## config.mk

```make
export PLATFORM = sky130hd
export DESIGN_NAME = source_text_tokenizer_unit
export DESIGN_NICKNAME = d
export VERILOG_FILES = /design/src/stt_pkg.sv /design/src/source_text_tokenizer_unit.sv /design/src/stt_front.sv /design/src/stt_fifo.sv /design/src/stt_back.sv
export SDC_FILE = /design/constraint.sdc
export NUM_CORES = 1
export LEC_CHECK = 0
export BUFFER_PORTS_ARGS = -buffer_cell sky130_fd_sc_hd__buf_2
export CAP_MARGIN = 30
export CORE_MARGIN = 3
export CORE_UTILIZATION = 60
export DETAILED_ROUTE_END_ITERATION = 8
export GPL_TIMING_DRIVEN = 0
export PLACE_DENSITY_LB_ADDON = 0.08
export SLEW_MARGIN = 20
export SYNTH_ARGS = -nofsm -noshare
export SYNTH_HDL_FRONTEND = slang
export SYNTH_HIERARCHICAL = 1
export SYNTH_SLANG_ARGS = --single-unit
export TNS_END_PERCENT = 1
```

## constraint.sdc

```tcl
create_clock -name clk -period 11.5 [get_ports clk]
set_input_delay 2.875 -clock clk [delete_from_list [all_inputs] [get_ports clk]]
set_output_delay 2.875 -clock clk [all_outputs]
set_load 0.02 [all_outputs]
```

## src/stt_pkg.sv

```systemverilog
package stt_pkg;

	// Buffer and position sizing
	localparam int MAX_TOK   = 32;
	localparam int POS_BITS  = 16;
	localparam int TOK_IDX_W = $clog2(MAX_TOK);
	localparam int TOK_LEN_W = $clog2(MAX_TOK + 1);

	// Descriptor queue sizing
	localparam int QDEPTH = 4;
	localparam int QPTR_W = $clog2(QDEPTH);
	localparam int QCNT_W = $clog2(QDEPTH + 1);

	typedef logic [POS_BITS-1:0]  pos_t;
	typedef logic [TOK_LEN_W-1:0] tok_len_t;
	typedef logic [TOK_IDX_W-1:0] tok_idx_t;

	localparam pos_t POS_MAX = '1;

	// Character codes
	localparam logic [7:0] CH_NUL    = 8'h00;
	localparam logic [7:0] CH_NL     = 8'h0A;
	localparam logic [7:0] CH_SPACE  = 8'h20;
	localparam logic [7:0] CH_HASH   = 8'h23;
	localparam logic [7:0] CH_DQUOTE = 8'h22;
	localparam logic [7:0] CH_SQUOTE = 8'h27;

	// Quote mode codes
	localparam logic [1:0] QM_NONE   = 2'd0;
	localparam logic [1:0] QM_DOUBLE = 2'd1;
	localparam logic [1:0] QM_SINGLE = 2'd2;

	typedef enum logic [3:0] {
		KIND_IDENT   = 4'd0,
		KIND_STRING  = 4'd1,
		KIND_OP      = 4'd2,
		KIND_EQUALS  = 4'd3,
		KIND_LCURLY  = 4'd4,
		KIND_RCURLY  = 4'd5,
		KIND_LPAREN  = 4'd6,
		KIND_RPAREN  = 4'd7,
		KIND_LSQUARE = 4'd8,
		KIND_RSQUARE = 4'd9,
		KIND_COLON   = 4'd10
	} kind_t;

	typedef struct packed {
		logic [7:0] in_char;
		logic       start_of_text;
	} stt_in_t;

	typedef struct packed {
		logic [7:0]  token_char;
		logic [3:0]  token_kind;
		logic [15:0] token_line;
		logic [15:0] token_column;
		logic [4:0]  char_position;
		logic        last_of_token;
		logic        truncated;
	} stt_out_t;

	// One queued job: optional replay of the buffered token, then an optional one-char token
	typedef struct packed {
		logic        send_buf;
		kind_t       kind_buf;
		logic [15:0] line;
		logic [15:0] col_buf;
		tok_len_t    len;
		logic        trunc;
		logic        send_ch;
		kind_t       kind_ch;
		logic [15:0] col_ch;
		logic [7:0]  ch;
	} stt_desc_t;

	typedef struct packed {
		logic     en;
		tok_idx_t addr;
		logic [7:0] data;
	} stt_buf_wr_t;

	typedef struct packed {
		logic buf_done;
	} stt_back_stat_t;

	function automatic logic [15:0] clamp16(pos_t v);
		logic [47:0] w;
		w = 48'(v);
		return (w > 48'hFFFF) ? 16'hFFFF : w[15:0];
	endfunction

	// Saturating column advance
	function automatic pos_t sat_add(pos_t a, logic [TOK_LEN_W:0] n);
		logic [POS_BITS:0] s;
		s = {1'b0, a} + (POS_BITS + 1)'(n);
		return (s >= {1'b0, POS_MAX}) ? POS_MAX : s[POS_BITS-1:0];
	endfunction

	// Flow characters: returns {hit, kind}
	function automatic logic [4:0] flow_kind(logic [7:0] c);
		logic [4:0] r;
		unique case (c)
			8'h3D:   r = {1'b1, KIND_EQUALS};
			8'h7B:   r = {1'b1, KIND_LCURLY};
			8'h7D:   r = {1'b1, KIND_RCURLY};
			8'h28:   r = {1'b1, KIND_LPAREN};
			8'h29:   r = {1'b1, KIND_RPAREN};
			8'h5B:   r = {1'b1, KIND_LSQUARE};
			8'h5D:   r = {1'b1, KIND_RSQUARE};
			8'h3A:   r = {1'b1, KIND_COLON};
			default: r = {1'b0, KIND_IDENT};
		endcase
		return r;
	endfunction

	function automatic logic is_op(logic [7:0] c);
		return (c == 8'h2B) || (c == 8'h21) || (c == 8'h7E) || (c == 8'h25) ||
			(c == 8'h2A) || (c == 8'h26) || (c == 8'h2F) || (c == 8'h2D) ||
			(c == 8'h7C) || (c == 8'h5E);
	endfunction

endpackage

```

## src/source_text_tokenizer_unit.sv

```systemverilog
// Channel  Handshake             Payload    Transaction
// in       in_valid / in_ready   in_data    one source byte (+ start_of_text)
// out      out_valid / out_ready out_data   one character of an emitted token
//
// The front takes one byte per cycle when not held; a byte that goes into the
// token buffer is held while the previous buffered token is still replaying.
// The back pops a job in ST_IDLE, then replays each buffered character through
// a buffer read (ST_RD) and then an output register load (ST_EMIT); a
// one-character flow or operator token adds a further load in ST_CHR.
// Reset clears line/column to one and all lexer modes; the buffer is not cleared.
// A full descriptor queue holds the front off; a stalled output register holds
// it off through the queue and through the buffer hold.
module source_text_tokenizer_unit import stt_pkg::*; (
	input  logic     clk,
	input  logic     arst_n,
	input  logic     in_valid,
	output logic     in_ready,
	input  stt_in_t  in_data,
	output logic     out_valid,
	input  logic     out_ready,
	output stt_out_t out_data
);

	// Queue between classification and replay
	logic           q_full, q_push, q_pop, q_valid;
	stt_desc_t      q_wdesc, q_rdesc;
	stt_buf_wr_t    buf_wr;
	stt_back_stat_t back_stat;

	// Front: classify each byte, track line/column/modes, fill the buffer
	stt_front u_front (
		.clk       (clk),
		.arst_n    (arst_n),
		.in_valid  (in_valid),
		.in_ready  (in_ready),
		.in_data   (in_data),
		.q_full    (q_full),
		.q_push    (q_push),
		.q_desc    (q_wdesc),
		.buf_wr    (buf_wr),
		.back_stat (back_stat)
	);

	// Short queue of token jobs; lets front and back stall on their own
	stt_fifo u_fifo (
		.clk       (clk),
		.arst_n    (arst_n),
		.push      (q_push),
		.push_data (q_wdesc),
		.full      (q_full),
		.pop       (q_pop),
		.not_empty (q_valid),
		.pop_data  (q_rdesc)
	);

	// Back: replay token characters from the buffer into the output register
	stt_back u_back (
		.clk       (clk),
		.arst_n    (arst_n),
		.buf_wr    (buf_wr),
		.q_valid   (q_valid),
		.q_desc    (q_rdesc),
		.q_pop     (q_pop),
		.back_stat (back_stat),
		.out_valid (out_valid),
		.out_ready (out_ready),
		.out_data  (out_data)
	);

endmodule

```

## src/stt_front.sv

```systemverilog
module stt_front import stt_pkg::*; (
	input  logic           clk,
	input  logic           arst_n,
	input  logic           in_valid,
	output logic           in_ready,
	input  stt_in_t        in_data,
	input  logic           q_full,
	output logic           q_push,
	output stt_desc_t      q_desc,
	output stt_buf_wr_t    buf_wr,
	input  stt_back_stat_t back_stat
);

	pos_t       line_q, col_q;
	tok_len_t   len_q;
	logic       ovf_q, comment_q, buf_pend_q;
	logic [1:0] quote_q;

	pos_t       b_line, b_col, n_line, n_col;
	tok_len_t   b_len, n_len;
	logic       b_ovf, n_ovf, b_comment, n_comment;
	logic [1:0] b_quote, n_quote;
	logic       need_push, accept;
	logic [7:0] c, qchar;
	logic [4:0] fk;
	stt_desc_t  d;

	assign c      = in_data.in_char;
	assign accept = in_valid && in_ready;
	assign fk     = flow_kind(c);

	always_comb begin
		// Reset values apply before this character when text starts over
		b_line    = in_data.start_of_text ? pos_t'(1) : line_q;
		b_col     = in_data.start_of_text ? pos_t'(1) : col_q;
		b_len     = in_data.start_of_text ? '0 : len_q;
		b_ovf     = in_data.start_of_text ? 1'b0 : ovf_q;
		b_comment = in_data.start_of_text ? 1'b0 : comment_q;
		b_quote   = in_data.start_of_text ? QM_NONE : quote_q;
		qchar     = (b_quote == QM_DOUBLE) ? CH_DQUOTE : CH_SQUOTE;

		n_line    = b_line;
		n_col     = b_col;
		n_len     = b_len;
		n_ovf     = b_ovf;
		n_comment = b_comment;
		n_quote   = b_quote;
		need_push = 1'b0;

		d          = '0;
		d.line     = clamp16(b_line);
		d.kind_buf = KIND_IDENT;
		d.kind_ch  = KIND_IDENT;
		d.col_buf  = clamp16(b_col);
		d.len      = b_len;
		d.trunc    = b_ovf;
		d.ch       = c;

		priority if (c == CH_NUL) begin
			// ignored character
		end else if (b_comment) begin
			if (c == CH_NL) begin
				n_line    = (b_line < POS_MAX) ? b_line + pos_t'(1) : b_line;
				n_col     = pos_t'(1);
				n_len     = '0;
				n_ovf     = 1'b0;
				n_comment = 1'b0;
			end else if (c == CH_HASH) begin
				n_comment = 1'b0;
			end
		end else if (b_quote != QM_NONE) begin
			if (c == qchar) begin
				n_quote    = QM_NONE;
				d.send_buf = (b_len != '0);
				d.kind_buf = KIND_STRING;
				n_col      = sat_add(b_col, {1'b0, b_len} + 1'b1);
				n_len      = '0;
				n_ovf      = 1'b0;
			end else begin
				need_push = 1'b1;
			end
		end else if (c == CH_SPACE) begin
			d.send_buf = (b_len != '0);
			n_col      = sat_add(b_col, {1'b0, b_len} + 1'b1);
			n_len      = '0;
			n_ovf      = 1'b0;
		end else if (c == CH_HASH) begin
			d.send_buf = (b_len != '0);
			n_col      = sat_add(b_col, {1'b0, b_len});
			n_len      = '0;
			n_ovf      = 1'b0;
			n_comment  = 1'b1;
		end else if (c == CH_DQUOTE || c == CH_SQUOTE) begin
			d.send_buf = (b_len != '0);
			n_quote    = (c == CH_DQUOTE) ? QM_DOUBLE : QM_SINGLE;
			n_col      = sat_add(b_col, {1'b0, b_len} + 1'b1);
			n_len      = '0;
			n_ovf      = 1'b0;
		end else if (c == CH_NL) begin
			d.send_buf = (b_len != '0);
			n_line     = (b_line < POS_MAX) ? b_line + pos_t'(1) : b_line;
			n_col      = pos_t'(1);
			n_len      = '0;
			n_ovf      = 1'b0;
		end else if (fk[4] || is_op(c)) begin
			// Flush the pending identifier, then the one-character token
			d.send_buf = (b_len != '0);
			d.send_ch  = 1'b1;
			d.kind_ch  = fk[4] ? kind_t'(fk[3:0]) : KIND_OP;
			d.col_ch   = clamp16(sat_add(b_col, {1'b0, b_len}));
			n_col      = sat_add(b_col, {1'b0, b_len} + 1'b1);
			n_len      = '0;
			n_ovf      = 1'b0;
		end else begin
			need_push = 1'b1;
		end

		buf_wr      = '0;
		buf_wr.addr = b_len[TOK_IDX_W-1:0];
		buf_wr.data = c;
		if (need_push) begin
			if (b_len < tok_len_t'(MAX_TOK)) begin
				buf_wr.en = accept;
				n_len     = b_len + 1'b1;
			end else begin
				n_ovf = 1'b1;
			end
		end
	end

	// Hold a buffer write back while the previous token is still being replayed
	assign in_ready = !q_full && !(need_push && buf_pend_q);
	assign q_push   = accept && (d.send_buf || d.send_ch);
	assign q_desc   = d;

	always_ff @(posedge clk or negedge arst_n) begin
		if (!arst_n) begin
			line_q     <= pos_t'(1);
			col_q      <= pos_t'(1);
			len_q      <= '0;
			ovf_q      <= 1'b0;
			comment_q  <= 1'b0;
			quote_q    <= QM_NONE;
			buf_pend_q <= 1'b0;
		end else begin
			if (accept) begin
				line_q    <= n_line;
				col_q     <= n_col;
				len_q     <= n_len;
				ovf_q     <= n_ovf;
				comment_q <= n_comment;
				quote_q   <= n_quote;
			end
			if (q_push && d.send_buf) begin
				buf_pend_q <= 1'b1;
			end else if (back_stat.buf_done) begin
				buf_pend_q <= 1'b0;
			end
		end
	end

endmodule

```

## src/stt_fifo.sv

```systemverilog
module stt_fifo import stt_pkg::*; (
	input  logic      clk,
	input  logic      arst_n,
	input  logic      push,
	input  stt_desc_t push_data,
	output logic      full,
	input  logic      pop,
	output logic      not_empty,
	output stt_desc_t pop_data
);

	stt_desc_t          ent_q [QDEPTH];
	logic [QPTR_W-1:0]  wp_q, rp_q;
	logic [QCNT_W-1:0]  cnt_q;

	assign full      = (cnt_q == QCNT_W'(QDEPTH));
	assign not_empty = (cnt_q != '0);
	assign pop_data  = ent_q[rp_q];

	always_ff @(posedge clk) begin
		if (push) begin
			ent_q[wp_q] <= push_data;
		end
	end

	always_ff @(posedge clk or negedge arst_n) begin
		if (!arst_n) begin
			wp_q  <= '0;
			rp_q  <= '0;
			cnt_q <= '0;
		end else begin
			if (push) begin
				wp_q <= wp_q + 1'b1;
			end
			if (pop) begin
				rp_q <= rp_q + 1'b1;
			end
			unique case ({push, pop})
				2'b10:   cnt_q <= cnt_q + 1'b1;
				2'b01:   cnt_q <= cnt_q - 1'b1;
				default: cnt_q <= cnt_q;
			endcase
		end
	end

endmodule

```

## src/stt_back.sv

```systemverilog
module stt_back import stt_pkg::*; (
	input  logic           clk,
	input  logic           arst_n,
	input  stt_buf_wr_t    buf_wr,
	input  logic           q_valid,
	input  stt_desc_t      q_desc,
	output logic           q_pop,
	output stt_back_stat_t back_stat,
	output logic           out_valid,
	input  logic           out_ready,
	output stt_out_t       out_data
);

	typedef enum logic [1:0] {
		ST_IDLE,
		ST_RD,
		ST_EMIT,
		ST_CHR
	} state_t;

	state_t     state_q;
	stt_desc_t  desc_q;
	tok_idx_t   idx_q;
	logic [7:0] rdata_q;
	logic [7:0] buf_mem [MAX_TOK];
	logic       out_valid_q;
	stt_out_t   out_data_q;
	logic       out_free, last, load_out;

	assign out_free  = !out_valid_q || out_ready;
	assign last      = (tok_len_t'(idx_q) + 1'b1 == desc_q.len);
	assign load_out  = ((state_q == ST_EMIT) || (state_q == ST_CHR)) && out_free;
	assign q_pop     = (state_q == ST_IDLE) && q_valid;
	assign out_valid = out_valid_q;
	assign out_data  = out_data_q;
	assign back_stat.buf_done = (state_q == ST_EMIT) && out_free && last;

	always_ff @(posedge clk) begin
		if (buf_wr.en) begin
			buf_mem[buf_wr.addr] <= buf_wr.data;
		end
		if (state_q == ST_RD) begin
			rdata_q <= buf_mem[idx_q];
		end
	end

	always_ff @(posedge clk or negedge arst_n) begin
		if (!arst_n) begin
			state_q     <= ST_IDLE;
			desc_q      <= '0;
			idx_q       <= '0;
			out_valid_q <= 1'b0;
			out_data_q  <= '0;
		end else begin
			// Load a new transaction, or drop valid once the current one is taken
			if (load_out) begin
				out_valid_q <= 1'b1;
			end else if (out_ready) begin
				out_valid_q <= 1'b0;
			end
			unique case (state_q)
				ST_IDLE: begin
					if (q_valid) begin
						desc_q <= q_desc;
						idx_q  <= '0;
						state_q <= q_desc.send_buf ? ST_RD : ST_CHR;
					end
				end
				ST_RD: begin
					state_q <= ST_EMIT;
				end
				ST_EMIT: begin
					if (out_free) begin
						out_data_q  <= '{
							token_char:    rdata_q,
							token_kind:    desc_q.kind_buf,
							token_line:    desc_q.line,
							token_column:  desc_q.col_buf,
							char_position: 5'(idx_q),
							last_of_token: last,
							truncated:     desc_q.trunc
						};
						if (last) begin
							state_q <= desc_q.send_ch ? ST_CHR : ST_IDLE;
						end else begin
							idx_q   <= idx_q + 1'b1;
							state_q <= ST_RD;
						end
					end
				end
				ST_CHR: begin
					if (out_free) begin
						out_data_q  <= '{
							token_char:    desc_q.ch,
							token_kind:    desc_q.kind_ch,
							token_line:    desc_q.line,
							token_column:  desc_q.col_ch,
							char_position: 5'd0,
							last_of_token: 1'b1,
							truncated:     1'b0
						};
						state_q <= ST_IDLE;
					end
				end
				default: state_q <= ST_IDLE;
			endcase
		end
	end

endmodule
```

==> flow_metrics.env <==
export IMPL_netlist_cell_type_count=85
export IMPL_core_um2=51800
export IMPL_fmax_mhz=109
export IMPL_drive_gt1_share_pct=23.6
export IMPL_most_common_layout_cells="edfxtp_1 (556), dfrtp_1 (179), mux4_2 (153), nand2_1 (133), nor2_1 (101)"
export IMPL_synth_flop_cell="edfxtp_1"
export IMPL_start_util_pct=61.3
export IMPL_r2r_slack_ns=6.10
export IMPL_p_leak_nw=12.7
export IMPL_numClockSinks=737
export IMPL_antenna_found_initial=3
export IMPL_ir_worst_vdd_uv=198
export IMPL_holdPathEnd="u_back/out_data[10]$_DFFE_PN0P_"
export IMPL_status="completed"
export IMPL_reg2regPathDepth=9
export IMPL_synth_edf_count=556
export IMPL_grt_pass1_wl_um=120000
export IMPL_cts_buffer_depth=3
export IMPL_clk_latency_ns=0.62
export IMPL_root_buffer="clkbuf_16"
export IMPL_drc_errors=0
export IMPL_required_ns=8.63
export IMPL_drt_initial_drc_count=2132
export IMPL_skew_ns=0.0208
export IMPL_start_kind="primary input"
export IMPL_finalSetupViolations=0
export IMPL_drv_slew=0
export IMPL_cts_tree="yes"
export IMPL_drt_first_pass_iters=5
export IMPL_fin_nets=2192
export IMPL_r2r_start="u_front/quote_q[1]$_DFFE_PN0P_"
export IMPL_drtAntennaViolNets=0
export IMPL_arrival_ns=6.26
export IMPL_insertedDiodeCount=0
export IMPL_period_minus_slack_ns=9.13
export IMPL_cts_buffers=76
export IMPL_ys_ff_latch=737
export IMPL_worst_slack_ns=2.37
export IMPL_wl_um=79600
export IMPL_io_buffers=64
export IMPL_dp_slack_ns=2.59
export IMPL_hold_viol=0
export IMPL_rsz0062_at_grt="no"
export IMPL_grt_start_max_net_pins=88
export IMPL_relSlewSlack_pct=35.5
export IMPL_detail_route_vias_per_cell=6.52
export IMPL_synth_avg_cell_area_um2=15.8
export IMPL_crit_path_max_fanout=10
export IMPL_hp_start="u_back/out_data[10]$_DFFE_PN0P_"
export IMPL_power_density_nw_per_um2=231
export IMPL_yosys_warnings=6
export IMPL_place_area_um2=33200
export IMPL_synthesis_area_um2=31800
export IMPL_design_power_total_w=0.00822
export IMPL_syn_inst=2005
export IMPL_clkSlewWorstSetupHoldPaths_ns=0.06
export IMPL_dieArea_um2=55800
export IMPL_worstSetupPathType="primary input to output pin"
export IMPL_gr_usage_all_layers_pct=29.0
export IMPL_syn2layout_area_growth_pct=12.0
export IMPL_cp_slowest_cell="o21ai_1"
export IMPL_dp_hpwl_um=54000
export IMPL_cts_resized=0
export IMPL_max_stage_delay_ns=0.83
export IMPL_worstReg2RegEnd="u_back/buf_mem[8][5]$_DFFE_PP_"
export IMPL_htreeDepth=3
export IMPL_hold_buffers=0
export IMPL_die_height_um=236
export IMPL_n_fill_cell=3452
export IMPL_fin_area_um2=35600
export IMPL_first_global_vias=18823
export IMPL_timing_final_crit_share_pct=79.4
export IMPL_setup_tns_ns=0
export IMPL_critPathCaptureType="output pin"
export IMPL_die_x_um=236
export IMPL_io_pins=66
export IMPL_final_common_cell="edfxtp_1"
export IMPL_hold_depth=2
export IMPL_final_util_pct=68.7
export IMPL_crit_family="compound AO/OA/AOI/OAI gates"
export IMPL_gp_congestion=0.960
export IMPL_max_cap_violations=0
export IMPL_cts_setup_buffers=0
export IMPL_crit_chain="buf_2 > clkbuf_1 > nor4b_1 > nand3b_1 > o21ai_1 > o21ai_1 > a31oi_1 > buf_2"
export IMPL_hold_class="flop to flop"
export IMPL_wl_per_cell_um=27.4
export IMPL_async_reset_ff_share_pct=24.6
export IMPL_worst_pin_slew_ns=0.954
export IMPL_vias=18947
export IMPL_seq_area_um2=21200
export IMPL_multi_input_area_um2=9740
export IMPL_ys_seq_area_share_pct=66.8
export IMPL_grt_ovfl_total=0
export IMPL_rows=83
export IMPL_crit_buf_inv=3
worst reg2reg max path, stage by stage (launching register included):
cell      delay (ns)
dfrtp_1         0.48
mux2_2          0.38
o21ai_1         0.75
o21ai_1         0.51
a31oi_1         0.74
nand3_1         0.31
inv_1           0.24
or3b_2          0.46
clkbuf_1        0.31
nor2_1          0.82
final cells by class:
| type | count | area share [%] |
|---|---|---|
| Buffer | 137 | 2.03 |
| Inverter | 33 | 0.348 |
| Timing Repair Buffer | 78 | 1.50 |
| Clock buffer | 116 | 6.09 |
| Sequential cell | 737 | 59.7 |
| Multi-Input combinational cell | 1100 | 27.4 |
| Clock inverter | 23 | 0.598 |
| Tap cell | 680 | 2.39 |
stage by stage:
step,hold WS [ns],std cells
finish,0.471,2904
global route,0.510,2904
CTS,0.479,2903
detailed placement,0.458,2764
global placement,0.456,2751
floorplan,0.440,2007
cell families (layout without fill, tap and decap cells):
group,Yosys count,in the layout,synth area share [%]
AOI/OAI and AO/OA,318,318,6.58
xor gates and xnor gates,40,40,1.10
adders and majority gates,16,16,0.677
buffers and inverters,170,387,2.66
DFF,737,737,66.8
muxes,278,278,15.1
other,1,3,0.0118
and+or+nand+nor,445,445,7.03
state kept, by name (all words and copies together) (netlist names), 6 cells and up:
signal / count
u_front/line_q: 16
u_back/rdata_q: 8
u_back/buf_mem: 256
u_front/len_q: 6
u_back/desc_q: 72
u_fifo/ent_q: 292
u_back/out_data: 51
u_front/col_q: 16
worst max path at each step:
stage               depth (start not counted)                             to       start  slack, ns
finish                                      8                       in_ready  in_data[6]       2.37
global route                               10                       in_ready  in_data[6]       2.25
CTS                                        10                       in_ready  in_data[6]       2.59
detailed placement                         10                       in_ready  in_data[6]       2.59
global placement                           12  u_fifo/ent_q[3][18]$_DFFE_PP_  in_data[6]       0.95
floorplan                                  13   u_fifo/ent_q[0][0]$_DFFE_PP_  in_data[6]       3.64
synthesized netlist by cell type (5+ instances only):
master / n / area [um^2]
dfrtp_1: 179 / 4480
nor3_1: 26 / 130
nand4b_1: 5 / 43.8
mux4_2: 153 / 3450
buf_6: 9 / 101
inv_1: 33 / 124
o22ai_1: 9 / 56.3
or3_1: 7 / 43.8
mux2_2: 91 / 1020
buf_2: 27 / 135
o211ai_1: 13 / 97.6
o21ai_0: 92 / 460
nand3_1: 26 / 130
nor2b_1: 39 / 244
a21o_1: 6 / 45.0
a21oi_1: 70 / 350
mux2i_1: 34 / 340
xnor2_1: 29 / 254
and3_1: 7 / 43.8
clkbuf_1: 67 / 251
a22o_1: 10 / 87.6
nand2b_1: 18 / 113
nand2_1: 133 / 499
o21a_1: 5 / 37.5
a211oi_1: 11 / 82.6
a32o_1: 8 / 80.1
nand4_1: 14 / 87.6
edfxtp_1: 556 / 16700
o31ai_1: 14 / 105
ha_1: 14 / 175
nand3b_1: 14 / 105
xor2_1: 11 / 96.3
nor3b_1: 9 / 67.6
buf_4: 28 / 210
o21ai_1: 7 / 35.0
or2_2: 9 / 56.3
or4_1: 5 / 37.5
a221oi_1: 5 / 43.8
buf_1: 6 / 22.5
o221ai_1: 6 / 52.6
and2_1: 8 / 50.1
nor2_1: 101 / 379
nor4_1: 7 / 43.8
a31oi_1: 15 / 93.8
per-layer routing:
layer / global-route usage [%] / vias to the layer above / wire length (um) / part of all wire (%)
li1: - / 8128 / - / -
met1: 44.4 / 9717 / 33700 / 42
met2: 42.8 / 961 / 36100 / 45
met3: 6.69 / 139 / 7810 / 9.8
met4: 7.39 / 2 / 1970 / 2.5
met5: 0 / - / 15 / 0.019
report_power, final:
part / leakage, nW / switching [W] / total (W) / internal, W
clock: 1.15 / 0.000986 / 0.00236 / 0.00137
sequential: 7.50 / 0.000196 / 0.00340 / 0.00321
combinational: 4.00 / 0.00141 / 0.00246 / 0.00105
(Power assumes the default switching activity.)
